**config.mk**
```make
export PLATFORM = sky130hd
export DESIGN_NAME = bitmap_slot_run_allocator
export DESIGN_NICKNAME = d
export VERILOG_FILES = /design/src/hdl/bsra_pkg.sv /design/src/hdl/bitmap_slot_run_allocator.sv
export VERILOG_INCLUDE_DIRS = /design/src /design/src/hdl
export SDC_FILE = /design/constraint.sdc
export NUM_CORES = 1
export LEC_CHECK = 0
export BUFFER_PORTS_ARGS = -buffer_cell sky130_fd_sc_hd__buf_2
export CAP_MARGIN = 40
export CORE_MARGIN = 5
export CORE_UTILIZATION = 56
export CTS_CLUSTER_DIAMETER = 150
export DETAILED_ROUTE_END_ITERATION = 16
export PLACE_DENSITY = 0.87
export SYNTH_ARGS = -nofsm -noshare
export SYNTH_HDL_FRONTEND = slang
export SYNTH_SLANG_ARGS = --single-unit
```
**constraint.sdc**
```tcl
create_clock -name aclk -period 13.6 [get_ports aclk]
set_input_delay 0.68 -clock aclk [delete_from_list [all_inputs] [get_ports aclk]]
set_output_delay 0.68 -clock aclk [all_outputs]
set_load 0.05 [all_outputs]
```
**src/hdl/bitmap_slot_run_allocator_assert.svh**
```systemverilog
// assertion macros for the bitmap slot run allocator
// used by bitmap_slot_run_allocator.sv; expects aclk and aresetn in scope
`ifndef BITMAP_SLOT_RUN_ALLOCATOR_ASSERT_SVH
`define BITMAP_SLOT_RUN_ALLOCATOR_ASSERT_SVH

// same-cycle implication, checked out of reset
`define BSRA_ASSERT_NOW(label, ante, cons) \
    label: assert property (@(posedge aclk) disable iff (!aresetn) (ante) |-> (cons)) \
        else $error("bsra check failed");

// next-cycle implication, checked out of reset
`define BSRA_ASSERT_NEXT(label, ante, cons) \
    label: assert property (@(posedge aclk) disable iff (!aresetn) (ante) |=> (cons)) \
        else $error("bsra check failed");

`endif

```
**src/hdl/bsra_pkg.sv**
```systemverilog
// shared types and constants for the bitmap slot run allocator
// no dependencies
`default_nettype none

package bsra_pkg;

    // field widths
    localparam int OP_W    = 2;
    localparam int START_W = 8;
    localparam int LEN_W   = 6;
    localparam int SLOT_W  = 9;
    localparam int LEN_CMP_W = 7;

    // bitmap word organization
    localparam int WORD_BITS  = 8;
    localparam int WORD_SHIFT = 3;

    // slots 0 and 1 hold the dot entries
    localparam int FIRST_NAMED_SLOT = 2;
    localparam logic [WORD_BITS-1:0] DOT_WORD = WORD_BITS'(3);

    // configuration port
    localparam int CFG_ADDR_W = 3;
    localparam int CFG_DATA_W = 32;
    localparam logic REG_ACTIVE_SLOTS = 1'b0;
    localparam logic [SLOT_W-1:0] ACTIVE_SLOTS_RESET = SLOT_W'(256);

    typedef enum logic [OP_W-1:0] {
        OP_ALLOC   = 2'd0,
        OP_RELEASE = 2'd1,
        OP_INIT    = 2'd2,
        OP_NONE    = 2'd3
    } bsra_op_t;

    typedef enum logic [2:0] {
        ST_IDLE,
        ST_SCAN,
        ST_RMW_RD,
        ST_RMW_WR,
        ST_DOTS_RD,
        ST_DOTS,
        ST_DONE
    } bsra_state_t;

endpackage

`default_nettype wire

```
**src/hdl/bitmap_slot_run_allocator.sv**
```systemverilog
// first-fit run allocator over a slot occupancy bitmap held in a word memory
// depends on bsra_pkg and bitmap_slot_run_allocator_assert.svh
// allocate scans words from 0 (not when length > MAX_RUN), rewrites each marked word;
//   release rewrites each touched word; init writes word 0; each op then checks dots;
//   one item at a time, next taken once result registered
// reset: synchronous active-low; bitmap rows marked invalid (read as free), limit 256
`default_nettype none

`include "bitmap_slot_run_allocator_assert.svh"

module bitmap_slot_run_allocator
    import bsra_pkg::*;
#(
    parameter int SLOT_CAPACITY = 256,
    parameter int MAX_RUN       = 32
) (
    input  wire logic                    aclk,
    input  wire logic                    aresetn,
    // request channel
    input  wire logic                    s_tvalid,
    output logic                         s_tready,
    input  wire logic [15:0]             s_tdata,   // start_slot[7:0], run_length[13:8]
    input  wire logic [OP_W-1:0]         s_tuser,   // op[1:0]
    // result channel
    output logic                         m_tvalid,
    input  wire logic                    m_tready,
    output logic [15:0]                  m_tdata,   // found_slot[8:0], only_dots[9]
    output logic [0:0]                   m_tuser,   // no_room[0]
    // configuration port
    input  wire logic                    psel,
    input  wire logic                    penable,
    input  wire logic                    pwrite,
    input  wire logic [CFG_ADDR_W-1:0]   paddr,
    input  wire logic [CFG_DATA_W-1:0]   pwdata,
    output logic [CFG_DATA_W-1:0]        prdata,
    output logic                         pready
);

    localparam int WORDS   = (SLOT_CAPACITY + WORD_BITS - 1) / WORD_BITS;
    localparam int AW      = (WORDS > 1) ? $clog2(WORDS) : 1;
    localparam int PW      = (AW + WORD_SHIFT > SLOT_W + 1) ? AW + WORD_SHIFT : SLOT_W + 1;
    localparam int RW      = $clog2(MAX_RUN + 1);
    localparam int CAP_SAT = (SLOT_CAPACITY < 511) ? SLOT_CAPACITY : 511;
    localparam logic [SLOT_W-1:0]    CAP_LIM   = SLOT_W'(CAP_SAT);
    localparam logic [LEN_CMP_W-1:0] MAX_RUN_L = LEN_CMP_W'(MAX_RUN);
    localparam logic [RW-1:0]        RUN_SAT   = RW'(MAX_RUN);

    // request fields
    logic [START_W-1:0] in_start;
    logic [LEN_W-1:0]   in_len;
    bsra_op_t           in_op;

    assign in_start = s_tdata[START_W-1:0];
    assign in_len   = s_tdata[START_W+LEN_W-1:START_W];
    assign in_op    = bsra_op_t'(s_tuser);

    // configuration register
    logic [SLOT_W-1:0] active_slots_reg;
    logic              cfg_wr;

    assign pready = 1'b1;
    assign cfg_wr = psel && penable && pwrite && (paddr[2] == REG_ACTIVE_SLOTS);

    always_ff @(posedge aclk) begin
        if (!aresetn) begin
            active_slots_reg <= ACTIVE_SLOTS_RESET;
        end else if (cfg_wr) begin
            active_slots_reg <= pwdata[SLOT_W-1:0];
        end
    end

    assign prdata = (paddr[2] == REG_ACTIVE_SLOTS) ?
                    {{(CFG_DATA_W-SLOT_W){1'b0}}, active_slots_reg} : '0;

    // bitmap memory and row valid bits
    logic [WORD_BITS-1:0] mem [WORDS];
    logic [WORD_BITS-1:0] rd_data_reg;
    logic                 rd_ok_reg;
    logic [WORDS-1:0]     row_valid_reg, row_valid_next;
    logic [AW-1:0]        rd_addr;
    logic                 wr_en;
    logic [AW-1:0]        wr_addr;
    logic [WORD_BITS-1:0] wr_data;
    logic [WORD_BITS-1:0] word_eff;

    always_ff @(posedge aclk) begin
        if (wr_en) begin
            mem[wr_addr] <= wr_data;
        end
        rd_data_reg <= mem[rd_addr];
        rd_ok_reg   <= row_valid_reg[rd_addr];
    end

    // a row never written since reset or init reads as all free
    assign word_eff = rd_ok_reg ? rd_data_reg : '0;

    // sequencer and working registers
    bsra_state_t        state_reg, state_next;
    bsra_op_t           op_reg, op_next;
    logic [LEN_W-1:0]   len_reg, len_next;
    logic [SLOT_W-1:0]  limit_reg, limit_next;
    logic [AW-1:0]      wp_reg, wp_next;
    logic [RW-1:0]      run_reg, run_next;
    logic [PW-1:0]      run_start_reg, run_start_next;
    logic [PW-1:0]      lo_reg, lo_next;
    logic [PW-1:0]      hi_reg, hi_next;
    logic [SLOT_W-1:0]  found_reg, found_next;
    logic               none_reg, none_next;
    logic               dots_reg, dots_next;

    // output register
    logic               m_valid_reg, m_valid_next;
    logic [SLOT_W-1:0]  m_found_reg, m_found_next;
    logic               m_none_reg, m_none_next;
    logic               m_dots_reg, m_dots_next;

    always_ff @(posedge aclk) begin
        if (!aresetn) begin
            state_reg     <= ST_IDLE;
            row_valid_reg <= '0;
            m_valid_reg   <= 1'b0;
        end else begin
            state_reg     <= state_next;
            row_valid_reg <= row_valid_next;
            m_valid_reg   <= m_valid_next;
        end
    end

    always_ff @(posedge aclk) begin
        op_reg        <= op_next;
        len_reg       <= len_next;
        limit_reg     <= limit_next;
        wp_reg        <= wp_next;
        run_reg       <= run_next;
        run_start_reg <= run_start_next;
        lo_reg        <= lo_next;
        hi_reg        <= hi_next;
        found_reg     <= found_next;
        none_reg      <= none_next;
        dots_reg      <= dots_next;
        m_found_reg   <= m_found_next;
        m_none_reg    <= m_none_next;
        m_dots_reg    <= m_dots_next;
    end

    // word geometry for the word in rd_data_reg
    logic [PW-1:0] word_base, next_base, limit_ext;

    assign word_base = PW'({wp_reg, {WORD_SHIFT{1'b0}}});
    assign next_base = word_base + PW'(WORD_BITS);
    assign limit_ext = PW'(limit_reg);

    // run search over one word, eight dependent steps
    logic [RW-1:0] scan_run;
    logic [PW-1:0] scan_rs;
    logic          scan_hit;
    logic [PW-1:0] scan_at;

    always_comb begin
        logic [PW-1:0] pos_v;
        scan_run = run_reg;
        scan_rs  = run_start_reg;
        scan_hit = 1'b0;
        scan_at  = '0;
        for (int k = 0; k < WORD_BITS; k++) begin
            pos_v = word_base + PW'(k);
            if ((pos_v < limit_ext) && !scan_hit) begin
                if (word_eff[k]) begin
                    scan_run = '0;
                    scan_rs  = pos_v + PW'(1);
                end else begin
                    if (scan_run != RUN_SAT) begin
                        scan_run = scan_run + RW'(1);
                    end
                    if (LEN_CMP_W'(scan_run) >= LEN_CMP_W'(len_reg)) begin
                        scan_hit = 1'b1;
                        scan_at  = scan_rs;
                    end
                end
            end
        end
    end

    // set or clear mask over [lo, hi) for the current word
    logic [WORD_BITS-1:0] rmw_mask, rmw_word;

    always_comb begin
        logic [PW-1:0] pos_v;
        for (int k = 0; k < WORD_BITS; k++) begin
            pos_v = word_base + PW'(k);
            rmw_mask[k] = (pos_v >= lo_reg) && (pos_v < hi_reg);
        end
        rmw_word = (op_reg == OP_ALLOC) ? (word_eff | rmw_mask) : (word_eff & ~rmw_mask);
    end

    // any used slot in [2, limit) within the current word
    logic dots_used;

    always_comb begin
        logic [PW-1:0] pos_v;
        dots_used = 1'b0;
        for (int k = 0; k < WORD_BITS; k++) begin
            pos_v = word_base + PW'(k);
            if ((pos_v >= PW'(FIRST_NAMED_SLOT)) && (pos_v < limit_ext) && word_eff[k]) begin
                dots_used = 1'b1;
            end
        end
    end

    // request-side helpers
    logic [SLOT_W-1:0] in_limit;
    logic [PW-1:0]     rel_lo, rel_end, rel_hi;

    assign in_limit = (active_slots_reg < CAP_LIM) ? active_slots_reg : CAP_LIM;
    assign rel_lo   = PW'(in_start);
    assign rel_end  = PW'(in_start) + PW'(in_len);
    assign rel_hi   = (rel_end < PW'(in_limit)) ? rel_end : PW'(in_limit);

    // next state and datapath control
    always_comb begin
        state_next     = state_reg;
        op_next        = op_reg;
        len_next       = len_reg;
        limit_next     = limit_reg;
        wp_next        = wp_reg;
        run_next       = run_reg;
        run_start_next = run_start_reg;
        lo_next        = lo_reg;
        hi_next        = hi_reg;
        found_next     = found_reg;
        none_next      = none_reg;
        dots_next      = dots_reg;
        row_valid_next = row_valid_reg;
        m_valid_next   = m_valid_reg && !m_tready;
        m_found_next   = m_found_reg;
        m_none_next    = m_none_reg;
        m_dots_next    = m_dots_reg;
        rd_addr        = '0;
        wr_en          = 1'b0;
        wr_addr        = '0;
        wr_data        = '0;
        s_tready       = 1'b0;

        unique case (state_reg)
            ST_IDLE: begin
                s_tready = 1'b1;
                if (s_tvalid) begin
                    op_next        = in_op;
                    len_next       = in_len;
                    limit_next     = in_limit;
                    wp_next        = '0;
                    run_next       = '0;
                    run_start_next = '0;
                    found_next     = '0;
                    none_next      = 1'b0;
                    dots_next      = 1'b1;
                    case (in_op)
                        OP_ALLOC: begin
                            if ({1'b0, in_len} > MAX_RUN_L) begin
                                found_next = in_limit;
                                none_next  = 1'b1;
                                state_next = ST_DOTS_RD;
                            end else begin
                                // word 0 is read this cycle
                                state_next = ST_SCAN;
                            end
                        end
                        OP_RELEASE: begin
                            lo_next = rel_lo;
                            hi_next = rel_hi;
                            wp_next = rel_lo[AW+WORD_SHIFT-1:WORD_SHIFT];
                            state_next = (rel_lo < rel_hi) ? ST_RMW_RD : ST_DOTS_RD;
                        end
                        OP_INIT: begin
                            row_valid_next = WORDS'(1);
                            wr_en          = 1'b1;
                            wr_addr        = '0;
                            wr_data        = DOT_WORD;
                            state_next     = ST_DOTS_RD;
                        end
                        default: begin
                            state_next = ST_DOTS_RD;
                        end
                    endcase
                end
            end

            ST_SCAN: begin
                rd_addr = wp_reg + AW'(1);
                if (scan_hit) begin
                    found_next = scan_at[SLOT_W-1:0];
                    lo_next    = scan_at;
                    hi_next    = scan_at + PW'(len_reg);
                    wp_next    = scan_at[AW+WORD_SHIFT-1:WORD_SHIFT];
                    state_next = (len_reg == '0) ? ST_DOTS_RD : ST_RMW_RD;
                end else if (next_base >= limit_ext) begin
                    found_next = limit_reg;
                    none_next  = 1'b1;
                    state_next = ST_DOTS_RD;
                end else begin
                    wp_next        = wp_reg + AW'(1);
                    run_next       = scan_run;
                    run_start_next = scan_rs;
                end
            end

            ST_RMW_RD: begin
                rd_addr    = wp_reg;
                state_next = ST_RMW_WR;
            end

            ST_RMW_WR: begin
                wr_en   = 1'b1;
                wr_addr = wp_reg;
                wr_data = rmw_word;
                row_valid_next[wp_reg] = 1'b1;
                if (next_base >= hi_reg) begin
                    state_next = ST_DOTS_RD;
                end else begin
                    wp_next    = wp_reg + AW'(1);
                    state_next = ST_RMW_RD;
                end
            end

            ST_DOTS_RD: begin
                rd_addr    = '0;
                wp_next    = '0;
                state_next = ST_DOTS;
            end

            ST_DOTS: begin
                rd_addr   = wp_reg + AW'(1);
                dots_next = dots_reg && !dots_used;
                if (next_base >= limit_ext) begin
                    state_next = ST_DONE;
                end else begin
                    wp_next = wp_reg + AW'(1);
                end
            end

            ST_DONE: begin
                // hand the result over once the output register is free
                if (!m_valid_reg || m_tready) begin
                    m_valid_next = 1'b1;
                    m_found_next = found_reg;
                    m_none_next  = none_reg;
                    m_dots_next  = dots_reg;
                    state_next   = ST_IDLE;
                end
            end

            default: begin
                state_next = ST_IDLE;
            end
        endcase
    end

    // result channel
    logic out_stall;

    assign m_tvalid  = m_valid_reg;
    assign m_tdata   = {{(16-SLOT_W-1){1'b0}}, m_dots_reg, m_found_reg};
    assign m_tuser   = m_none_reg;
    assign out_stall = m_valid_reg && !m_tready;

    // checks
    `BSRA_ASSERT_NEXT(a_busy_after_accept, s_tvalid && s_tready, !s_tready)
    `BSRA_ASSERT_NOW(a_rmw_word_in_range, state_reg == ST_RMW_WR, word_base < hi_reg)
    `BSRA_ASSERT_NEXT(a_done_holds, state_reg == ST_DONE && out_stall, state_reg == ST_DONE)

endmodule

`default_nettype wire
```
=== After elaboration in Yosys (flattened, before gate mapping) ===
Memories as Yosys holds them, arrays and structs flattened. A register that Yosys moved wholly into a read port is not among the register bits.
Index checks and enable logic that the tools add are counted.

* Register bits after elaboration: 126
* Memory bits (writable): 256
* Input bits: 60
* Output and inout bits: 52
* Logic and storage cells: 378
* Memories: 1

{| class="wikitable"
|+ Memories
! memory !! depth !! bits a word !! rd ports !! clocked after Yosys merged registers in !! write ports !! line !! source
|-
| mem || 32 || 8 || 1 || 1 || 1 || bitmap_slot_run_allocator.sv:76 || <nowiki>logic [WORD_BITS-1:0] mem [WORDS];</nowiki>
|}

* Add/sub/neg operators: 26
* Magnitude comparators: 49
* Eq/ne operators: 27
* Mux-type cells: 184
* Bitwise operators: 5
* Reduce and logical (&&, ||, !) cells: 67

{| class="wikitable"
|+ Operators with widths
! kind !! number
|-
| 10-bit 2-to-1 mux || 49
|-
| 6-bit 2-to-1 mux || 43
|-
| 9-bit < comparator || 8
|-
| 9-bit 2-to-1 mux || 8
|-
| 10-bit by 1-bit adder with 10-bit output (second input constant) || 7
|-
| 10-bit >= comparator || 7
|-
| 10-bit < comparator || 7
|-
| 32-bit 2-to-1 mux || 2
|-
| 32-bit one-hot mux with 2 select lines || 1
|-
| 9-bit by 2-bit >= comparator with 1-bit output (second input constant) || 7
|-
| 10-bit one-hot mux with 2 select lines || 3
|-
| 6-bit by 1-bit adder with 6-bit output (second input constant) || 8
|-
| 6-bit >= comparator || 8
|-
| 6-bit inequality test (second input constant) || 8
|-
| 1-bit 2-to-1 mux || 47
|-
| 1-bit logical AND || 37
|-
| 8-bit by 3-bit adder with 9-bit output (second input constant) || 4
|-
| 32-bit bitwise OR || 1
|-
| 5-bit 2-to-1 mux || 6
|-
| 3-bit 2-to-1 mux || 9
|-
| 5-bit one-hot mux with 5 select lines || 1
|-
| 3-bit one-hot mux with 7 select lines || 1
|-
| 8-bit by 2-bit adder with 9-bit output (second input constant) || 2
|-
| 8-bit by 9-bit < comparator with 1-bit output || 2
|-
| other kinds (47) || 82
|}

=== Longest topological paths before layout ===
* Depth in word-level cells: 60
* Gate-level depth with buffers: 82
* Depth with buffers taken out: 81

=== Worst setup path before layout ===
Ideal clock, no wire load.

* Path type: register to register
* Start: register wp_reg[0]
* End: register hi_reg[9] (data pin)
* Arrival time: 14,163 ps
* Data required time: 13,334 ps
* Setup slack: -829 ps
* Cell stages (with the launch flop): 74
* Buffers on the path: 3
* Clock period less this slack: 14,429 ps
* Path through: edfxtp_1 -> clkbuf_1 -> inv_1 -> ha_1 -> nor3b_2 -> and3_4 -> buf_6 -> or4_4 -> and2_1 -> and3_1 -> a31oi_1 -> buf_4 -> ha_1 -> or4b_4 -> nor4_4 -> xnor2_1 -> ha_1 -> nand2b_1 -> (+38 left out) -> nand2b_1 -> a21oi_1 -> nor3_1 -> a21oi_1 -> o22ai_1 -> nand2b_1 -> a21oi_1 -> inv_1 -> ha_1 -> a21o_1 -> a21oi_1 -> o21bai_1 -> a21oi_1 -> nor2b_1 -> o21ai_0 -> nor3b_1 -> xor2_1 -> nor2_1

* Longest elaborated chain between the ends: 49

{| class="wikitable"
|+ RTL lines
! element !! line !! source
|-
| from (decl) || bitmap_slot_run_allocator.sv:102 || <nowiki>logic [AW-1:0] wp_reg, wp_next;</nowiki>
|-
| from (signal assigned) || bitmap_slot_run_allocator.sv:133 || <nowiki>wp_reg <= wp_next;</nowiki>
|-
| 8-bit by 9-bit < comparator with 1-bit output || bitmap_slot_run_allocator.sv:167 || <nowiki>if ((pos_v < limit_ext) && !scan_hit) begin</nowiki>
|-
| 6-bit 2-to-1 mux || bitmap_slot_run_allocator.sv:167 ||
|-
| 6-bit by 1-bit adder with 6-bit output / 6-bit inequality test (equally long branches) || bitmap_slot_run_allocator.sv:173, bitmap_slot_run_allocator.sv:172 ||
|-
| 6-bit 2-to-1 mux || bitmap_slot_run_allocator.sv:172 || <nowiki>if (scan_run != RUN_SAT) begin</nowiki>
|-
| 6-bit 2-to-1 mux || bitmap_slot_run_allocator.sv:168 || <nowiki>if (word_eff[k]) begin</nowiki>
|-
| 6-bit 2-to-1 mux || bitmap_slot_run_allocator.sv:167 ||
|-
| 6-bit 2-to-1 mux || bitmap_slot_run_allocator.sv:168 ||
|-
| 6-bit 2-to-1 mux || bitmap_slot_run_allocator.sv:167 ||
|-
| (+33 left out) || n/a ||
|-
| 6-bit 2-to-1 mux || bitmap_slot_run_allocator.sv:167 ||
|-
| 6-bit >= comparator || bitmap_slot_run_allocator.sv:175 || <nowiki>if (LEN_CMP_W'(scan_run) >= LEN_CMP_W'(len_reg)) begin</nowiki>
|-
| 10-bit 2-to-1 mux || bitmap_slot_run_allocator.sv:175 ||
|-
| 10-bit 2-to-1 mux || bitmap_slot_run_allocator.sv:168 ||
|-
| 10-bit 2-to-1 mux (*) || bitmap_slot_run_allocator.sv:167 ||
|-
| 10-bit by 6-bit adder with 10-bit output (*) || bitmap_slot_run_allocator.sv:293 || <nowiki>hi_next = scan_at + PW'(len_reg);</nowiki>
|-
| 10-bit 2-to-1 mux (*) || bitmap_slot_run_allocator.sv:290 || <nowiki>if (scan_hit) begin</nowiki>
|-
| 10-bit one-hot mux with 2 select lines (*) || bitmap_slot_run_allocator.sv:244 || <nowiki>unique case (state_reg)</nowiki>
|-
| to (signal assigned) || bitmap_slot_run_allocator.sv:137 || <nowiki>hi_reg <= hi_next;</nowiki>
|-
| to (decl) || bitmap_slot_run_allocator.sv:106 || <nowiki>logic [PW-1:0] hi_reg, hi_next;</nowiki>
|}

Mark *: on every way between the ends. The rest lies on a longest branch, timed or not. The select of a mux whose other input is x is not followed.
A chain may end at the register's enable or synchronous reset.

=== Worst setup path after layout ===
* Start: register run_reg[1]
* End: register hi_reg[9] (data pin)

* Longest elaborated chain between the ends: 53

{| class="wikitable"
|+ RTL lines
! element !! line !! source
|-
| from (decl) || bitmap_slot_run_allocator.sv:103 || <nowiki>logic [RW-1:0] run_reg, run_next;</nowiki>
|-
| from (signal assigned) || bitmap_slot_run_allocator.sv:134 || <nowiki>run_reg <= run_next;</nowiki>
|-
| 6-bit by 1-bit adder with 6-bit output / 6-bit inequality test (equally long branches) || bitmap_slot_run_allocator.sv:173, bitmap_slot_run_allocator.sv:172 ||
|-
| 6-bit 2-to-1 mux || bitmap_slot_run_allocator.sv:172 ||
|-
| 6-bit 2-to-1 mux || bitmap_slot_run_allocator.sv:168 ||
|-
| 6-bit 2-to-1 mux || bitmap_slot_run_allocator.sv:167 ||
|-
| 6-bit 2-to-1 mux || bitmap_slot_run_allocator.sv:168 ||
|-
| 6-bit 2-to-1 mux || bitmap_slot_run_allocator.sv:167 ||
|-
| 6-bit by 1-bit adder with 6-bit output / 6-bit inequality test (equally long branches) || bitmap_slot_run_allocator.sv:173, bitmap_slot_run_allocator.sv:172 ||
|-
| 6-bit 2-to-1 mux || bitmap_slot_run_allocator.sv:172 ||
|-
| (+37 left out) || n/a ||
|-
| 6-bit 2-to-1 mux || bitmap_slot_run_allocator.sv:167 ||
|-
| 6-bit >= comparator || bitmap_slot_run_allocator.sv:175 ||
|-
| 10-bit 2-to-1 mux || bitmap_slot_run_allocator.sv:175 ||
|-
| 10-bit 2-to-1 mux || bitmap_slot_run_allocator.sv:168 ||
|-
| 10-bit 2-to-1 mux (*) || bitmap_slot_run_allocator.sv:167 ||
|-
| 10-bit by 6-bit adder with 10-bit output (*) || bitmap_slot_run_allocator.sv:293 ||
|-
| 10-bit 2-to-1 mux (*) || bitmap_slot_run_allocator.sv:290 ||
|-
| 10-bit one-hot mux with 2 select lines (*) || bitmap_slot_run_allocator.sv:244 ||
|}

Marks and branches as above.

==> metrics.csv <==
stage,metric,value,unit
critical_path,rrSetupSlack,110,ps
global_routing,track_usage,0.292,
timing,hold_violations,0,
floorplan,start_util,0.563,
clocking,cts.htree.levels,2,
placement,hpwl,45.5,mm
logic_synthesis,synth-seq-cells,390,
timing,final_max_slew_viol_count,0,
global_routing,grt_pass1_wl,105,mm
critical_path,cp_num_buf_inv,12,
clocking,hold_buffers,0,
logic_synthesis,synth_compound_area_frac,0.193,
clocking,path_clk_slew,70,ps
logic_synthesis,yosys.area_share.adder,0.0674,
routing,first_pass_iters,6,
logic_synthesis,synthMuxAreaShare,0.00755,
critical_path,path_max_fanout,5,
critical_path,slowest_stage,edfxtp_1,
logic_synthesis,synth_xor_area_frac,0.0191,
timing,finClkSkew,34.9,ps
final_layout,largest_reg_flops,256,
routing,drt_wl_total,69.4,mm
timing,relSlewSlack,0.317,
timing,fmax,0.0741,GHz
logic_synthesis,ys_seq_area_frac,0.488,
min_path,whs_endpoint,len_reg[2],
final_layout,nNetsFinal,2714,
floorplan,core_area,40600,sq um
routing,first_iter_violations,2642,
critical_path,reg2reg_to,hi_reg[9],
floorplan,num_rows,74,
routing,drc,0,
timing,tightestPinTransition,1010,ps
logic_synthesis,synth.distinct_cells,103,
critical_path,path_delay_family,compound AO/OA/AOI/OAI gates,
critical_path,worstPathRequired,13890,ps
min_path,holdPathStages,1,
final_layout,utilization,0.683,
floorplan,chipHeight,212,um
routing,ant_nets,0,
logic_synthesis,mappedNetlistArea,22900,sq um
min_path,hp-start,s_tdata[10],
outcome,status,completed,
routing,avgViaCountPerCell,6.55,
timing,finalWorstSetupSlack,109,ps
timing,fin_tns_setup,0,ps
clocking,clock_latency,570,ps
critical_path,reg2reg_depth,78,
global_routing,antenna_found_initial,0,
logic_synthesis,netlist_instances,2278,
logic_synthesis,synth-main-ff-cell,edfxtp_1,
final_layout,drive_gt1_frac,0.245,
clocking,root_buffer,clkbuf_16,
global_routing,grt-ovfl-total,0,
logic_synthesis,synth-async-reset-ratio,0,
timing,rsz0062_at_grt,yes,
placement,gp_congestion,0.990,
clocking,cts_made_buffers,40,
global_routing,grt_pass1_vias,19770,
floorplan,ioPinCount,112,
logic_synthesis,yosysWarnings,0,
critical_path,max_stage_delay,500,ps
critical_path,endpoint_kind,flop,
routing,vias,20268,
placement,port_buffers,54,
timing,setup-violations-final,0,
logic_synthesis,synth_top_family_by_area,compound AO/OA/AOI/OAI gates,
routing,avgRoutedWirePerCell,22.4,um
timing,fin_crit,13490,ps
min_path,min_path_type,in -> reg,
critical_path,crit_top_cell,buf_4,
critical_path,timing.rr.start,run_reg[1],
critical_path,crit_arrival,13780,ps
logic_synthesis,synth-edff-count,336,
floorplan,fp.dieW,212,um
critical_path,crit_type,reg -> reg,
timing,fin_crit_sh,0.992,
clocking,cts_tree,done,
critical_path,crit_path_start_kind,flop,
final_layout,diodes,0,
placement,dp_slack,-491,ps
logic_synthesis,synthSimpleGateAreaFrac,0.179,
floorplan,die_area,45000,sq um
global_routing,grt_max_degree,79,
logic_synthesis,avgSynthCellArea,10.0,sq um
clocking,clk_path_buf_depth,3,
final_layout,area_growth,21.3,%
flow_run,drv_cap,0,
clocking,cts.sinks,390,
==> cells in the mapped netlist, types with 12 or more instances <==
master / n / area share
edfxtp_1: 336 / 0.44
a21oi_1: 159 / 0.035
nor3_1: 39 / 0.0085
dfxtp_1: 54 / 0.047
and2_1: 91 / 0.025
buf_4: 33 / 0.011
clkbuf_1: 106 / 0.017
a21o_1: 43 / 0.014
xnor2_1: 37 / 0.014
a211oi_1: 110 / 0.036
nand2b_1: 29 / 0.0079
inv_1: 77 / 0.013
o21ai_0: 64 / 0.014
a311oi_1: 41 / 0.016
nand2_1: 301 / 0.049
ha_1: 120 / 0.066
nor2_1: 194 / 0.032
mux2i_1: 15 / 0.0066
nor2b_1: 24 / 0.0066
o21a_1: 14 / 0.0046
or2_2: 14 / 0.0038
xor2_1: 13 / 0.0050
o211ai_1: 15 / 0.0049
a31oi_1: 58 / 0.016
nand3_1: 42 / 0.0092
o22ai_1: 12 / 0.0033
==> cell families after synthesis <==
family | count (synthesis)
and+or+nand+nor | 831
AOI/OAI and AO/OA | 637
muxes | 17
other | 2
DFF | 390
xor gates and xnor gates | 50
adders and majority gates | 122
buffers and inverters | 229
==> layout by cell type, fill, tap and decap left out, types with 14 or more instances in the layout <==
cell,n
a21oi_1,140
ha_1,100
buf_2,57
and2_1,90
nand2b_1,21
dfxtp_1,54
clkbuf_16,40
inv_1,65
nor2_1,178
o211ai_1,15
edfxtp_1,336
nor2b_1,22
conb_1,30
nor3_1,28
a21o_1,43
xnor2_1,33
a311oi_1,39
nand2_1,296
a31oi_1,51
buf_4,266
a211oi_1,105
nor2_2,14
a21oi_2,16
o21ai_0,45
nand3_1,37
==> repair_timing <==
item                                    in CTS  in global routing
setup buffers                               16                 29
pin swaps                                   35                 82
resized for setup                           53                140
endpoints found under the setup margin       6                 20
hold endpoints to repair                     0                  0
cloned                                       1                  0
==> how the worst max path moves through the flow <==
stage,slack (ps),to,cells past startpoint,startpoint
global route,-550,hi_reg[8],84,run_reg[1]
floorplan,30,hi_reg[9],72,wp_reg[0]
global placement,-120,hi_reg[9],71,wp_reg[4]
finish,110,hi_reg[9],78,run_reg[1]
detailed placement,-490,hi_reg[9],74,limit_reg[6]
CTS,2,hi_reg[9],74,limit_reg[6]
==> layer usage <==
| metal | wire length (um) | track usage | vias to the layer above |
|---|---|---|---|
| met2 | 34000 | 0.492 | 1307 |
| met1 | 25300 | 0.371 | 9711 |
| met3 | 6720 | 0.0525 | 312 |
| li1 | - | - | 8938 |
| met5 | 0 | 0 | - |
| met4 | 3360 | 0.130 | 0 |
==> per-stage QoR <==
stage / cell area (sq um) / hold WS (ps) / std cells
after global placement: 25100 / 405 / 2968
after floorplan: 23100 / 400 / 2306
after detailed placement: 25200 / 405 / 2976
after global routing: 27700 / 313 / 3094
after CTS: 26900 / 306 / 3065
final: 27700 / 317 / 3094
==> layout make-up <==
cell class,count,area (sq um)
well taps,532,666
multi-input cells,1687,11800
inverters,78,295
clock buffers,51,1070
flip-flops and latches,390,11200
repair buffers,335,2470
clock inverters,21,234
fillers,2748,12900
Power is left out: the tool's default activity adds up to more than one toggle a clock period on the data nets, which glitch-free logic cannot reach.
